<file path="src/sv/ccdr_pkg.sv">
// Package: shared widths, codes, state and struct types for the credit counter block.
`default_nettype none

package ccdr_pkg;

   // Default sizes
   localparam int VC_COUNT_DEF      = 4;
   localparam int PENDING_DEPTH_DEF = 8;

   // Field widths
   localparam int FUNC_W      = 2;
   localparam int VC_FIELD_W  = 2;
   localparam int AMOUNT_W    = 8;
   localparam int CREDIT_W    = 8;
   localparam int DELAY_W     = 4;
   localparam int STATUS_W    = 2;
   localparam int CSR_INDEX_W = 1;
   localparam int CSR_DATA_W  = 8;
   // Due stamp: one bit wider than the delay so entries up to 16 ticks late still compare
   localparam int DUE_W       = DELAY_W + 1;

   // Register reset values
   localparam logic [CREDIT_W-1:0] CREDIT_LIMIT_RESET = 8'd8;
   localparam logic [DELAY_W-1:0]  RETURN_DELAY_RESET = 4'd0;

   // Register indexes
   localparam logic [CSR_INDEX_W-1:0] CSR_CREDIT_LIMIT = 1'b0;
   localparam logic [CSR_INDEX_W-1:0] CSR_RETURN_DELAY = 1'b1;

   typedef enum logic [FUNC_W-1:0] {
      FN_QUERY   = 2'd0,
      FN_ALLOC   = 2'd1,
      FN_RELEASE = 2'd2,
      FN_TICK    = 2'd3
   } func_type;

   typedef enum logic [STATUS_W-1:0] {
      ST_OK    = 2'd0,
      ST_SHORT = 2'd1,
      ST_FULL  = 2'd2,
      ST_SAT   = 2'd3
   } status_type;

   typedef enum logic [2:0] {
      S_IDLE,
      S_EXEC,
      S_TICK_RD,
      S_TICK_CHK,
      S_DONE
   } state_type;

   typedef enum logic {
      ALU_ADD,
      ALU_SUB
   } alu_op_type;

   // Pending queue commands
   typedef struct packed {
      logic clear;
      logic push;
      logic pop;
   } q_ctrl_type;

   // Pending queue status for the selected channel
   typedef struct packed {
      logic empty;
      logic full;
   } q_stat_type;

endpackage

`default_nettype wire

</file>
<file path="src/sv/ccdr_if.sv">
// Interfaces: request and response channels of the credit counter block.
`default_nettype none

interface ccdr_req_if;
   import ccdr_pkg::*;
   logic                  valid;
   logic                  ready;
   logic [FUNC_W-1:0]     func;
   logic [VC_FIELD_W-1:0] vc;
   logic [AMOUNT_W-1:0]   amount;

   modport source (output valid, output func, output vc, output amount, input ready);
   modport sink   (input valid, input func, input vc, input amount, output ready);
endinterface

interface ccdr_rsp_if;
   import ccdr_pkg::*;
   logic                valid;
   logic                ready;
   logic                granted;
   logic [CREDIT_W-1:0] credits_now;
   logic [STATUS_W-1:0] status;

   modport source (output valid, output granted, output credits_now, output status,
                   input ready);
   modport sink   (input valid, input granted, input credits_now, input status,
                   output ready);
endinterface

`default_nettype wire

</file>
<file path="src/sv/ccdr_alu.sv">
// Shared add/subtract unit: saturating credit add or credit take with shortfall flag.
`default_nettype none

module ccdr_alu (
   input  ccdr_pkg::alu_op_type            op,
   input  logic [ccdr_pkg::CREDIT_W-1:0]   a,
   input  logic [ccdr_pkg::CREDIT_W-1:0]   b,
   input  logic [ccdr_pkg::CREDIT_W-1:0]   limit,
   output logic [ccdr_pkg::CREDIT_W-1:0]   result,
   output logic                            flag
);
   import ccdr_pkg::*;

   logic [CREDIT_W:0] sum;
   logic [CREDIT_W:0] diff;

   assign sum  = {1'b0, a} + {1'b0, b};
   assign diff = {1'b0, a} - {1'b0, b};

   // add: flag = saturated at limit; sub: flag = not enough credits (borrow)
   always_comb begin
      case (op)
         ALU_ADD: begin
            flag   = (sum > {1'b0, limit});
            result = flag ? limit : sum[CREDIT_W-1:0];
         end
         ALU_SUB: begin
            flag   = diff[CREDIT_W];
            result = diff[CREDIT_W-1:0];
         end
         default: begin
            flag   = 1'b0;
            result = a;
         end
      endcase
   end

endmodule

`default_nettype wire

</file>
<file path="src/sv/ccdr_pend_queue.sv">
// Pending credit queues: per-channel head/tail/fill pointers over one shared entry memory.
`default_nettype none

module ccdr_pend_queue #(
   parameter int VC_COUNT      = ccdr_pkg::VC_COUNT_DEF,
   parameter int PENDING_DEPTH = ccdr_pkg::PENDING_DEPTH_DEF,
   localparam int VC_IW        = (VC_COUNT > 1) ? $clog2(VC_COUNT) : 1
) (
   input  logic                          clock,
   input  logic                          reset,
   input  ccdr_pkg::q_ctrl_type          ctrl,
   input  logic [VC_IW-1:0]              q_vc,
   input  logic [ccdr_pkg::DUE_W-1:0]    push_due,
   input  logic [ccdr_pkg::CREDIT_W-1:0] push_amount,
   output ccdr_pkg::q_stat_type          stat,
   output logic [ccdr_pkg::DUE_W-1:0]    rd_due,
   output logic [ccdr_pkg::CREDIT_W-1:0] rd_amount
);
   import ccdr_pkg::*;

   localparam int PTR_W     = (PENDING_DEPTH > 1) ? $clog2(PENDING_DEPTH) : 1;
   localparam int FILL_W    = $clog2(PENDING_DEPTH + 1);
   localparam int ADDR_W    = VC_IW + PTR_W;
   localparam int MEM_DEPTH = 2 ** ADDR_W;
   localparam int ENTRY_W   = DUE_W + CREDIT_W;

   logic [PTR_W-1:0]   head_ff [VC_COUNT];
   logic [PTR_W-1:0]   head_in [VC_COUNT];
   logic [PTR_W-1:0]   tail_ff [VC_COUNT];
   logic [PTR_W-1:0]   tail_in [VC_COUNT];
   logic [FILL_W-1:0]  fill_ff [VC_COUNT];
   logic [FILL_W-1:0]  fill_in [VC_COUNT];
   logic [ENTRY_W-1:0] pend_mem_ff [MEM_DEPTH];
   logic [ENTRY_W-1:0] rd_entry_ff;

   function automatic logic [PTR_W-1:0] next_ptr(input logic [PTR_W-1:0] p);
      logic [PTR_W-1:0] n;
      n = (p == PTR_W'(PENDING_DEPTH - 1)) ? '0 : p + 1'b1;
      return n;
   endfunction

   // Status of the selected channel
   assign stat.empty = (fill_ff[q_vc] == '0);
   assign stat.full  = (fill_ff[q_vc] == FILL_W'(PENDING_DEPTH));

   // Pointer next values
   always_comb begin
      for (int c = 0; c < VC_COUNT; c++) begin
         head_in[c] = head_ff[c];
         tail_in[c] = tail_ff[c];
         fill_in[c] = fill_ff[c];
         if (ctrl.clear) begin
            head_in[c] = '0;
            tail_in[c] = '0;
            fill_in[c] = '0;
         end else if (VC_IW'(c) == q_vc) begin
            if (ctrl.push) begin
               tail_in[c] = next_ptr(tail_ff[c]);
               fill_in[c] = fill_ff[c] + 1'b1;
            end else if (ctrl.pop) begin
               head_in[c] = next_ptr(head_ff[c]);
               fill_in[c] = fill_ff[c] - 1'b1;
            end
         end
      end
   end

   always_ff @(posedge clock) begin
      if (reset) begin
         for (int c = 0; c < VC_COUNT; c++) begin
            head_ff[c] <= '0;
            tail_ff[c] <= '0;
            fill_ff[c] <= '0;
         end
      end else begin
         head_ff <= head_in;
         tail_ff <= tail_in;
         fill_ff <= fill_in;
      end
   end

   // Entry memory: write at tail, registered read at head
   always_ff @(posedge clock) begin
      if (ctrl.push) begin
         pend_mem_ff[{q_vc, tail_ff[q_vc]}] <= {push_due, push_amount};
      end
      rd_entry_ff <= pend_mem_ff[{q_vc, head_ff[q_vc]}];
   end

   assign rd_due    = rd_entry_ff[ENTRY_W-1:CREDIT_W];
   assign rd_amount = rd_entry_ff[CREDIT_W-1:0];

endmodule

`default_nettype wire

</file>
<file path="src/sv/vc_credit_counter_delayed_return_core.sv">
// Top level: per-channel credit counters with delayed credit return.
// Query, allocate and release go from the accepted request beat through the execute
// and done states into the response register. A tick walks the channels one after
// another through one shared adder and the pending memory: each channel's queue head
// is read, and while that head is due it is returned and the next head read.
// Pending entries carry a due stamp against a free-running tick count instead of a
// countdown, so a tick touches only queue heads. One request is in work at a time; a
// finished response waits in an output register while the next request is accepted.
// Writing credit_limit reloads every counter and empties every pending queue at once.
`default_nettype none

module vc_credit_counter_delayed_return_core #(
   parameter int VC_COUNT      = ccdr_pkg::VC_COUNT_DEF,
   parameter int PENDING_DEPTH = ccdr_pkg::PENDING_DEPTH_DEF
) (
   input  logic                             clock,
   input  logic                             reset,
   ccdr_req_if.sink                         req_ch,
   ccdr_rsp_if.source                       rsp_ch,
   input  logic                             csr_we,
   input  logic [ccdr_pkg::CSR_INDEX_W-1:0] csr_index,
   input  logic [ccdr_pkg::CSR_DATA_W-1:0]  csr_data
);
   import ccdr_pkg::*;

   localparam int VC_IW = (VC_COUNT > 1) ? $clog2(VC_COUNT) : 1;

   state_type             state_ff, state_in;
   logic [FUNC_W-1:0]     func_ff;
   logic [VC_FIELD_W-1:0] vc_ff;
   logic [AMOUNT_W-1:0]   amount_ff;
   logic [CREDIT_W-1:0]   limit_ff;
   logic [DELAY_W-1:0]    delay_ff;
   logic [DUE_W-1:0]      tick_ff;
   logic [VC_IW-1:0]      chan_ff, chan_in;
   logic                  granted_ff, granted_in;
   status_type            status_ff, status_in;
   logic [CREDIT_W-1:0]   count_ff [VC_COUNT];
   logic                  rsp_valid_ff, rsp_valid_in;
   logic                  rsp_granted_ff;
   logic [CREDIT_W-1:0]   rsp_credits_ff;
   logic [STATUS_W-1:0]   rsp_status_ff;

   logic                  req_beat;
   logic                  limit_wr;
   logic                  vc_ok;
   logic [VC_IW-1:0]      vc_idx;
   logic                  in_tick;
   logic [VC_IW-1:0]      cnt_sel;
   logic [CREDIT_W-1:0]   cnt_rd;
   logic                  cnt_we;
   logic                  last_chan;
   logic                  rsp_load;
   logic [DUE_W-1:0]      due_diff;
   logic                  entry_ready;

   alu_op_type            alu_op;
   logic [CREDIT_W-1:0]   alu_b;
   logic [CREDIT_W-1:0]   alu_result;
   logic                  alu_flag;

   q_ctrl_type            q_ctrl;
   q_stat_type            q_stat;
   logic [DUE_W-1:0]      rd_due;
   logic [CREDIT_W-1:0]   rd_amount;

   // Handshake and decode
   assign req_ch.ready = (state_ff == S_IDLE);
   assign req_beat     = req_ch.valid && req_ch.ready;
   assign limit_wr     = csr_we && (csr_index == CSR_CREDIT_LIMIT);
   assign vc_ok        = (int'(vc_ff) < VC_COUNT);
   assign vc_idx       = VC_IW'(vc_ff);
   assign in_tick      = (state_ff == S_TICK_RD) || (state_ff == S_TICK_CHK);
   assign cnt_sel      = in_tick ? chan_ff : vc_idx;
   assign cnt_rd       = count_ff[cnt_sel];
   assign last_chan    = (chan_ff == VC_IW'(VC_COUNT - 1));
   assign rsp_load     = (state_ff == S_DONE) && (!rsp_valid_ff || rsp_ch.ready);

   // Head entry is due once the tick count has reached its stamp
   assign due_diff    = rd_due - tick_ff;
   assign entry_ready = (due_diff == '0) || due_diff[DUE_W-1];

   // Shared arithmetic unit
   assign alu_op = ((state_ff == S_EXEC) &&
                    ((func_ff == FN_QUERY) || (func_ff == FN_ALLOC))) ? ALU_SUB : ALU_ADD;
   assign alu_b  = (state_ff == S_TICK_CHK) ? rd_amount : amount_ff;

   ccdr_alu u_alu (
      .op     (alu_op),
      .a      (cnt_rd),
      .b      (alu_b),
      .limit  (limit_ff),
      .result (alu_result),
      .flag   (alu_flag)
   );

   ccdr_pend_queue #(
      .VC_COUNT      (VC_COUNT),
      .PENDING_DEPTH (PENDING_DEPTH)
   ) u_queue (
      .clock       (clock),
      .reset       (reset),
      .ctrl        (q_ctrl),
      .q_vc        (cnt_sel),
      .push_due    (tick_ff + DUE_W'(delay_ff)),
      .push_amount (amount_ff),
      .stat        (q_stat),
      .rd_due      (rd_due),
      .rd_amount   (rd_amount)
   );

   // Next state
   always_comb begin
      state_in = state_ff;
      case (state_ff)
         S_IDLE: begin
            if (req_beat) begin
               state_in = (func_type'(req_ch.func) == FN_TICK) ? S_TICK_RD : S_EXEC;
            end
         end
         S_EXEC: state_in = S_DONE;
         S_TICK_RD: begin
            if (!q_stat.empty) begin
               state_in = S_TICK_CHK;
            end else if (last_chan) begin
               state_in = S_DONE;
            end
         end
         S_TICK_CHK: begin
            if (entry_ready || !last_chan) begin
               state_in = S_TICK_RD;
            end else begin
               state_in = S_DONE;
            end
         end
         S_DONE: begin
            if (rsp_load) begin
               state_in = S_IDLE;
            end
         end
         default: state_in = S_IDLE;
      endcase
   end

   // Outputs of the sequencer
   always_comb begin
      chan_in      = chan_ff;
      granted_in   = granted_ff;
      status_in    = status_ff;
      cnt_we       = 1'b0;
      q_ctrl       = '0;
      q_ctrl.clear = limit_wr;
      case (state_ff)
         S_IDLE: begin
            if (req_beat) begin
               chan_in    = '0;
               granted_in = 1'b0;
               status_in  = ST_OK;
            end
         end
         S_EXEC: begin
            if (vc_ok) begin
               case (func_type'(func_ff))
                  FN_QUERY, FN_ALLOC: begin
                     granted_in = !alu_flag;
                     status_in  = alu_flag ? ST_SHORT : ST_OK;
                     cnt_we     = (func_ff == FN_ALLOC) && !alu_flag;
                  end
                  FN_RELEASE: begin
                     if (delay_ff == '0) begin
                        cnt_we    = 1'b1;
                        status_in = alu_flag ? ST_SAT : ST_OK;
                     end else if (q_stat.full) begin
                        status_in = ST_FULL;
                     end else begin
                        q_ctrl.push = 1'b1;
                     end
                  end
                  default: ;
               endcase
            end
         end
         S_TICK_RD: begin
            if (q_stat.empty && !last_chan) begin
               chan_in = chan_ff + 1'b1;
            end
         end
         S_TICK_CHK: begin
            if (entry_ready) begin
               cnt_we     = 1'b1;
               q_ctrl.pop = 1'b1;
               if (alu_flag) begin
                  status_in = ST_SAT;
               end
            end else if (!last_chan) begin
               chan_in = chan_ff + 1'b1;
            end
         end
         default: ;
      endcase
   end

   // Response register
   always_comb begin
      rsp_valid_in = rsp_valid_ff;
      if (rsp_load) begin
         rsp_valid_in = 1'b1;
      end else if (rsp_ch.ready) begin
         rsp_valid_in = 1'b0;
      end
   end

   // Control registers
   always_ff @(posedge clock) begin
      if (reset) begin
         state_ff     <= S_IDLE;
         rsp_valid_ff <= 1'b0;
         tick_ff      <= '0;
         limit_ff     <= CREDIT_LIMIT_RESET;
         delay_ff     <= RETURN_DELAY_RESET;
      end else begin
         state_ff     <= state_in;
         rsp_valid_ff <= rsp_valid_in;
         if (req_beat && (func_type'(req_ch.func) == FN_TICK)) begin
            tick_ff <= tick_ff + 1'b1;
         end
         if (limit_wr) begin
            limit_ff <= csr_data;
         end
         if (csr_we && (csr_index == CSR_RETURN_DELAY)) begin
            delay_ff <= csr_data[DELAY_W-1:0];
         end
      end
   end

   // Credit counters
   always_ff @(posedge clock) begin
      if (reset) begin
         for (int c = 0; c < VC_COUNT; c++) begin
            count_ff[c] <= CREDIT_LIMIT_RESET;
         end
      end else if (limit_wr) begin
         for (int c = 0; c < VC_COUNT; c++) begin
            count_ff[c] <= csr_data;
         end
      end else if (cnt_we) begin
         count_ff[cnt_sel] <= alu_result;
      end
   end

   // Request and working payload
   always_ff @(posedge clock) begin
      if (req_beat) begin
         func_ff   <= req_ch.func;
         vc_ff     <= req_ch.vc;
         amount_ff <= req_ch.amount;
      end
      chan_ff    <= chan_in;
      granted_ff <= granted_in;
      status_ff  <= status_in;
      if (rsp_load) begin
         rsp_granted_ff <= granted_ff;
         rsp_credits_ff <= vc_ok ? cnt_rd : '0;
         rsp_status_ff  <= status_ff;
      end
   end

   assign rsp_ch.valid       = rsp_valid_ff;
   assign rsp_ch.granted     = rsp_granted_ff;
   assign rsp_ch.credits_now = rsp_credits_ff;
   assign rsp_ch.status      = rsp_status_ff;

endmodule

`default_nettype wire

</file>
<file path="src/flat_wrapper.sv">
// flat-port wrapper written by rule: the top's interface ports become plain ports
module vc_credit_counter_delayed_return_core_flat import ccdr_pkg::*;
#(
   parameter int VC_COUNT      = ccdr_pkg::VC_COUNT_DEF,
   parameter int PENDING_DEPTH = ccdr_pkg::PENDING_DEPTH_DEF
)
  (clock, reset, csr_we, csr_index, csr_data, req_ch_valid, req_ch_func, req_ch_vc, req_ch_amount, req_ch_ready, rsp_ch_valid, rsp_ch_granted, rsp_ch_credits_now, rsp_ch_status, rsp_ch_ready);
  ccdr_req_if req_ch_i ();
  ccdr_rsp_if rsp_ch_i ();
  input  logic clock;
  input  logic reset;
  input  logic csr_we;
  input  logic [ccdr_pkg::CSR_INDEX_W-1:0] csr_index;
  input  logic [ccdr_pkg::CSR_DATA_W-1:0] csr_data;
  input wire logic [$bits(req_ch_i.valid)-1:0] req_ch_valid;
  input wire logic [$bits(req_ch_i.func)-1:0] req_ch_func;
  input wire logic [$bits(req_ch_i.vc)-1:0] req_ch_vc;
  input wire logic [$bits(req_ch_i.amount)-1:0] req_ch_amount;
  output wire logic [$bits(req_ch_i.ready)-1:0] req_ch_ready;
  output wire logic [$bits(rsp_ch_i.valid)-1:0] rsp_ch_valid;
  output wire logic [$bits(rsp_ch_i.granted)-1:0] rsp_ch_granted;
  output wire logic [$bits(rsp_ch_i.credits_now)-1:0] rsp_ch_credits_now;
  output wire logic [$bits(rsp_ch_i.status)-1:0] rsp_ch_status;
  input wire logic [$bits(rsp_ch_i.ready)-1:0] rsp_ch_ready;
  assign req_ch_i.valid = req_ch_valid;
  assign req_ch_i.func = req_ch_func;
  assign req_ch_i.vc = req_ch_vc;
  assign req_ch_i.amount = req_ch_amount;
  assign req_ch_ready = req_ch_i.ready;
  assign rsp_ch_valid = rsp_ch_i.valid;
  assign rsp_ch_granted = rsp_ch_i.granted;
  assign rsp_ch_credits_now = rsp_ch_i.credits_now;
  assign rsp_ch_status = rsp_ch_i.status;
  assign rsp_ch_i.ready = rsp_ch_ready;
  vc_credit_counter_delayed_return_core #(.VC_COUNT(VC_COUNT), .PENDING_DEPTH(PENDING_DEPTH)) u_core (.clock(clock), .reset(reset), .req_ch(req_ch_i), .rsp_ch(rsp_ch_i), .csr_we(csr_we), .csr_index(csr_index), .csr_data(csr_data));
endmodule
</file>
<file path="config.mk">
export PLATFORM = sky130hd
export DESIGN_NAME = vc_credit_counter_delayed_return_core_flat
export DESIGN_NICKNAME = d
export VERILOG_FILES = /design/src/sv/ccdr_pkg.sv /design/src/sv/ccdr_if.sv /design/src/sv/ccdr_alu.sv /design/src/sv/ccdr_pend_queue.sv /design/src/sv/vc_credit_counter_delayed_return_core.sv /design/src/flat_wrapper.sv
export SDC_FILE = /design/constraint.sdc
export NUM_CORES = 1
export LEC_CHECK = 0
export BUFFER_PORTS_ARGS = -buffer_cell sky130_fd_sc_hd__buf_4
export CAP_MARGIN = 20
export CORE_AREA = 2 2 234 236
export DETAILED_ROUTE_END_ITERATION = 8
export DIE_AREA = 0 0 236 238
export GPL_TIMING_DRIVEN = 1
export PLACE_DENSITY_LB_ADDON = 0.1
export SLEW_MARGIN = 20
export SYNTH_ARGS = -nofsm -noshare
export SYNTH_HDL_FRONTEND = slang
export SYNTH_HIERARCHICAL = 1
export SYNTH_SLANG_ARGS = --single-unit
</file>
<file path="constraint.sdc">
create_clock -name clock -period 7.35 [get_ports clock]
set_input_delay 0.3675 -clock clock [delete_from_list [all_inputs] [get_ports clock]]
set_output_delay 0.3675 -clock clock [all_outputs]
set_load 0.02 [all_outputs]
</file>
### Word level (Yosys, flattened, before mapping)

Memory sizes are Yosys's and may differ from the RTL's. A register that Yosys moved wholly into a read port is not among the register bits.
Cells that the tools add are included.

| storage, ports and cells | value |
|---|---|
| register bits | 89 |
| memory bits (writable) | 448 |
| bits of input ports | 26 |
| logic and storage cells | 220 |
| memories | 2 |

| cells by class | value |
|---|---|
| $add $sub $neg | 22 |
| order comparisons | 2 |
| equality and inequality tests | 31 |
| mux-type cells | 83 |
| bitwise logic cells | 8 |
| reduce and logical (&&, ||, !) cells | 46 |

Memory list:

| memory | words | bits a word | read ports | clocked after Yosys merged registers in | write ports | line | source |
|---|---|---|---|---|---|---|---|
| u_core.u_queue.pend_mem_ff | 32 | 13 | 1 | 1 | 1 | ccdr_pend_queue.sv:33 | `logic [ENTRY_W-1:0] pend_mem_ff [MEM_DEPTH];` |
| u_core.count_ff | 4 | 8 | 1 | 0 | 4 | vc_credit_counter_delayed_return_core.sv:38 | `logic [CREDIT_W-1:0] count_ff [VC_COUNT];` |

Operators with widths:

| kind | number |
|---|---|
| 8-bit 2-to-1 mux | 7 |
| 3-bit 2-to-1 mux | 17 |
| 4-bit 2-to-1 mux | 10 |
| 3-bit equality test (second input constant) | 9 |
| 1-bit 2-to-1 mux | 25 |
| 3-bit by 1-bit adder with 3-bit output (second input constant) | 8 |
| 2-bit 2-to-1 mux | 12 |
| 3-bit AND reduction | 6 |
| 4-bit by 1-bit adder with 4-bit output (second input constant) | 4 |
| 8-bit one-hot mux with 2 select lines | 1 |
| 2-bit AND reduction | 8 |
| 4-bit by 1-bit subtractor with 4-bit output (second input constant) | 4 |
| 3-bit one-hot mux with 5 select lines | 1 |
| 3-bit binary-select mux with 2-bit select | 2 |
| 2-bit one-hot mux with 3 select lines | 2 |
| 2-bit inequality test (second input constant) | 5 |
| 8-bit by 8-bit adder with 9-bit output | 1 |
| 9-bit by 8-bit greater-than comparator with 1-bit output | 1 |
| 8-bit by 8-bit subtractor with 9-bit output | 1 |
| 4-bit binary-select mux with 2-bit select | 1 |
| 1-bit logical AND | 8 |
| 4-bit zero test | 2 |
| 1-bit one-hot mux with 2 select lines | 4 |
| 8-bit OR reduction | 1 |
| other kinds (30) | 52 |

### Logic depth before layout (Yosys ltp)

An unclocked memory read counts as a cell.

| depth | value |
|---|---|
| depth in word-level cells | 17 |
| depth in mapped cells | 26 |

### Cells and area by module

The synthesis kept the hierarchy.

Modules (own cells, without submodules):

| module | times used | cells each | area an instance (µm²) | seq. area each (µm²) |
|---|---|---|---|---|
| ccdr_pend_queue | 1 | 1314 | 18820.6 | 13553.0 |
| vc_credit_counter_delayed_return_core | 1 | 379 | 3961.3 | 2222.1 |
| ccdr_alu | 1 | 143 | 1053.5 | 0.0 |

### Worst setup path after synthesis

OpenSTA, ideal clock, no wires.

| timing path | value |
|---|---|
| kind | reg2reg |
| start | register u_core.state_ff[1] |
| end | memory u_core.count_ff[3][1], enable pin |
| setup time | 0.374 ns |
| arrival time | 5.579 ns |
| required time | 6.976 ns |
| setup slack | 1.397 ns |
| cell stages (with the launch flop) | 25 |
| cells stage by stage | dfxtp_1 > nor2b_1 > buf_2 > mux2i_4 > clkbuf_1 > nand2_1 > and3_1 > a31oi_1 > ha_1 > nor2b_1 > o311ai_0 > a221oi_1 > xnor2_1 > ha_1 > and3_1 > a221o_1 > a211oi_4 > nor2_1 > a31o_2 > nor2_1 > a22oi_1 > nor2_1 > nor4_4 > buf_6 > o21ai_1 |

RTL lines:

| what | line | source |
|---|---|---|
| from (decl) | vc_credit_counter_delayed_return_core.sv:28 | `state_type state_ff, state_in;` |
| from (signal assigned) | vc_credit_counter_delayed_return_core.sv:222 | `state_ff <= state_in;` |
| to (decl) | vc_credit_counter_delayed_return_core.sv:38 |  |

==> impl_results.md <==
- Critical Path RT: 7.59 ns
- Critical path type: reg2reg
- Number of flops mapped to enable cells by yosys: 476
- Final setup fails: 0
- Leakage: 0.00941 uW
- Reg power frac: 49.3%
- Status: completed
- P_int: 5370 uW
- Area Growth Syn to Fin: 14.4%
- Initial Util: 44.6%
- Leading cell type by number of instances after synthesis: edfxtp_1
- CTS clk-pin slew, worst paths: 0.06 ns
- # rows: 85
- Fill cell count: 4,627
- Final worst slack: 0.911 ns
- Initial antenna violation count: 0
- Layout cells sized above 1: 13.6%
- Largest net degree at the start of global routing: 66
- Power density over the cells: 258 nW/um^2
- Top cell types by occurrence after synthesis: edfxtp_1, nand2_1, nor2_1
- RSZ-0062 raised after global routing: no
- Comb power frac: 8.8%
- Dpl hpwl: 40,800 um
- Async set or reset register ratio after synthesis: 0%
- Distinct cells, synth: 73
- Syn nets: 1,927
- DIE HEIGHT: 238 um
- R2R Setup Slk: 0.91 ns
- Crit path time final: 6.44 ns
- Main synth FF type: edfxtp_1
- Number of synthesized register bits: 550
- Reg2reg start: u_core/state_ff[1]
- Max Cap Viol: 0
- Hold Path Depth: 3
- Input/output buffers: 38
- Grt ovf: 0
- Clock Power Share: 41.9%
- Critical R2R Capture: u_core/count_ff[1][0]
- WHS Endpoint: u_core/delay_ff[3]
- Final Hold Fails: 0
- DR vias/cell: 5.73
- Number of nets in the layout: 2,005
- Crit path launch type: register
- Yosys warning count: 6
- IR Drop Worst-Case VDD: 190 uV
- Sw Share: 23.6%
- Maximum fanout along the worst path: 19
- # DRC: 0
- Top cell type's share of synthesized area: 60.0%
- Synth Instances: 1,836
- Synth area leader: edfxtp_1
- Seq/Total Area, Yosys: 66.2%
- Routed WL: 64,200 um
- TritonCTS Sinks: 550
- H-Tree Depth: 2
- CTS tree: done
- Ports: 39
- Met3 layer usage reported by global route: 2.96%
- First-pass GRT wire length: 95,600 um
- Final period util: 87.6%
- Clock root cell: clkbuf_16
- Vias: 15.2k
- Die area: 56,200 um^2
- Placer's final routability congestion estimate: 0.823
- Hold path start: csr_data[3]
- Met1 Use GR: 30.9%
- Final Max Slew Viols: 0
- Skew final: 0.0192 ns
- Setup TNS: 0 ns
- PostCTS Resize Cnt: 0
- Routed Antenna Nets: 0
- DRT iter0 DRCs: 1,240
- Hold crit path type: in2reg
- Num CTS Buffers: 58
- Met2 usage: 39.3%
- Die X: 236 um
- Vias in the first global route: 14.8k
- Syn Area/Cell: 13.0 um^2
- Placeable Area: 53,500 um^2
- Net Switching: 1660 uW
- Achievable Freq: 0.155 GHz
- Worst Tran Pin Value: 0.978 ns
- Worst-Skew Late Latency: 0.63 ns
- Data arrival, critical path: 6.68 ns
- Post-place setup slack: 0.937 ns
- Crit end category: register
- Grt peak-use layer: met2
- Clk buf depth: 3
- Drt pass-1 iters: 5
- Total Routing Usage GR: 22.9%
- Area contributors post-synth: edfxtp_1, dfxtp_1, nand2_1
- Slew margin rel.: 34.3%
- Reg2Reg Depth: 23
- Wirelength per Cell: 24.1 um
- Mapped Area: 23,800 um^2
## final cells by class
type / count / area, um^2 / share of cell area (%)
Clock buffer: 73 / 1560 / 5.72
Antenna cell: 1 / 2.50 / 0.00918
Multi-Input combinational cell: 1141 / 7570 / 27.8
Clock inverter: 36 / 364 / 1.34
Inverter: 41 / 154 / 0.565
Sequential cell: 550 / 15800 / 57.9
Timing Repair Buffer: 122 / 958 / 3.52
Tap cell: 696 / 871 / 3.19
## how the worst max path moves through the flow
stage,start,end,cells after the start
floorplan,u_core/state_ff[1],u_core/count_ff[3][1],24
global placement,u_core/state_ff[1],u_core/count_ff[1][5],23
detailed placement,u_core/state_ff[1],u_core/count_ff[1][5],23
CTS,u_core/state_ff[1],u_core/count_ff[1][0],23
global route,u_core/state_ff[1],u_core/count_ff[1][0],23
finish,u_core/state_ff[1],u_core/count_ff[1][0],23
## flip-flops by register name, summed over array words and instances (netlist names)
register and flops:
u_core/amount_ff 8, u_core/chan_ff 2, u_core/count_ff 32, u_core/delay_ff 4
u_core/func_ff 2, u_core/granted_ff 1, u_core/limit_ff 8, u_core/rsp_ch.credits_now 8
u_core/rsp_ch.granted 1, u_core/rsp_ch.status 2, u_core/rsp_ch.valid 1, u_core/state_ff 3
u_core/status_ff 2, u_core/tick_ff 5, u_core/u_queue/fill_ff 16, u_core/u_queue/head_ff 12
u_core/u_queue/pend_mem_ff 416, u_core/u_queue/rd_entry_ff 13, u_core/u_queue/tail_ff 12, u_core/vc_ff 2
## layer usage
layer	part of all wire [%]	wire (um)
met1	43	27800
met2	50	31900
met3	4.8	3050
met4	2.2	1440
met5	0	0
## repair_timing
action	in CTS	in global routing
hold buffers	12	0
setup buffers	0	0
endpoints found under the hold margin	12	0
endpoints found under the setup margin	0	0
## critical path, cell delays in order, from the launching register on
cell and delay [ns]:
dfxtp_1 0.53, nor2b_1 0.18, buf_4 0.17, mux2i_1 0.20, buf_4 0.20, inv_1 0.14, and3_1 0.17, a31oi_1 0.41
ha_1 0.24, nor2b_1 0.06, o311ai_0 0.57, a221oi_1 0.20, xnor2_1 0.26, ha_1 0.29, and3_1 0.21, a221o_1 0.36
a211oi_4 0.29, nor2_1 0.10, a31o_2 0.27, nor2_1 0.09, a22oi_1 0.07, nor2_1 0.26, nor4_4 0.15, o21ai_1 0.66
## power groups by stage
| stage | logic, uW | registers, uW | clock network (uW) |
|---|---|---|---|
| 2_1_floorplan | 377 | 3540 | 0 |
| 3_3_place_gp | 610 | 3540 | 0 |
| 3_5_place_dp | 613 | 3540 | 0 |
| 4_1_cts | 621 | 3470 | 3020 |
| 5_1_grt | 677 | 3470 | 3140 |
| 6_report | 619 | 3470 | 2950 |
## layout by cell type, fill, tap and decap left out, types with 58 or more instances in the layout
master / count
a21oi_1: 60
buf_4: 109
clkbuf_16: 60
dfxtp_1: 74
edfxtp_1: 476
ha_1: 58
mux2i_1: 65
nand2_1: 304
nand3_1: 68
nor2_1: 90
## logic make-up after synthesis
group / share of synthesized area (%)
compound gates: 9.67
xor+xnor: 0.882
fa+ha+maj: 3.63
buf+inv: 2.62
flops: 66.2
mux: 4.85
simple gates: 12.2
## metrics by stage
stage / std cells / total power (uW) / hold WS (ns) / instance area (um^2) / utilization (%)
2_1_floorplan: 1836 / 3920 / 0.400 / 23800 / -
3_3_place_gp: 2537 / 4150 / 0.440 / 25200 / 47.1
3_5_place_dp: 2537 / 4150 / 0.444 / 25200 / 47.1
4_1_cts: 2658 / 7110 / 0.0205 / 27200 / 50.9
5_1_grt: 2659 / 7290 / 0.0415 / 27300 / 50.9
6_report: 2660 / 7040 / 0.0535 / 27300 / 51.0
(Power assumes the default switching activity.)
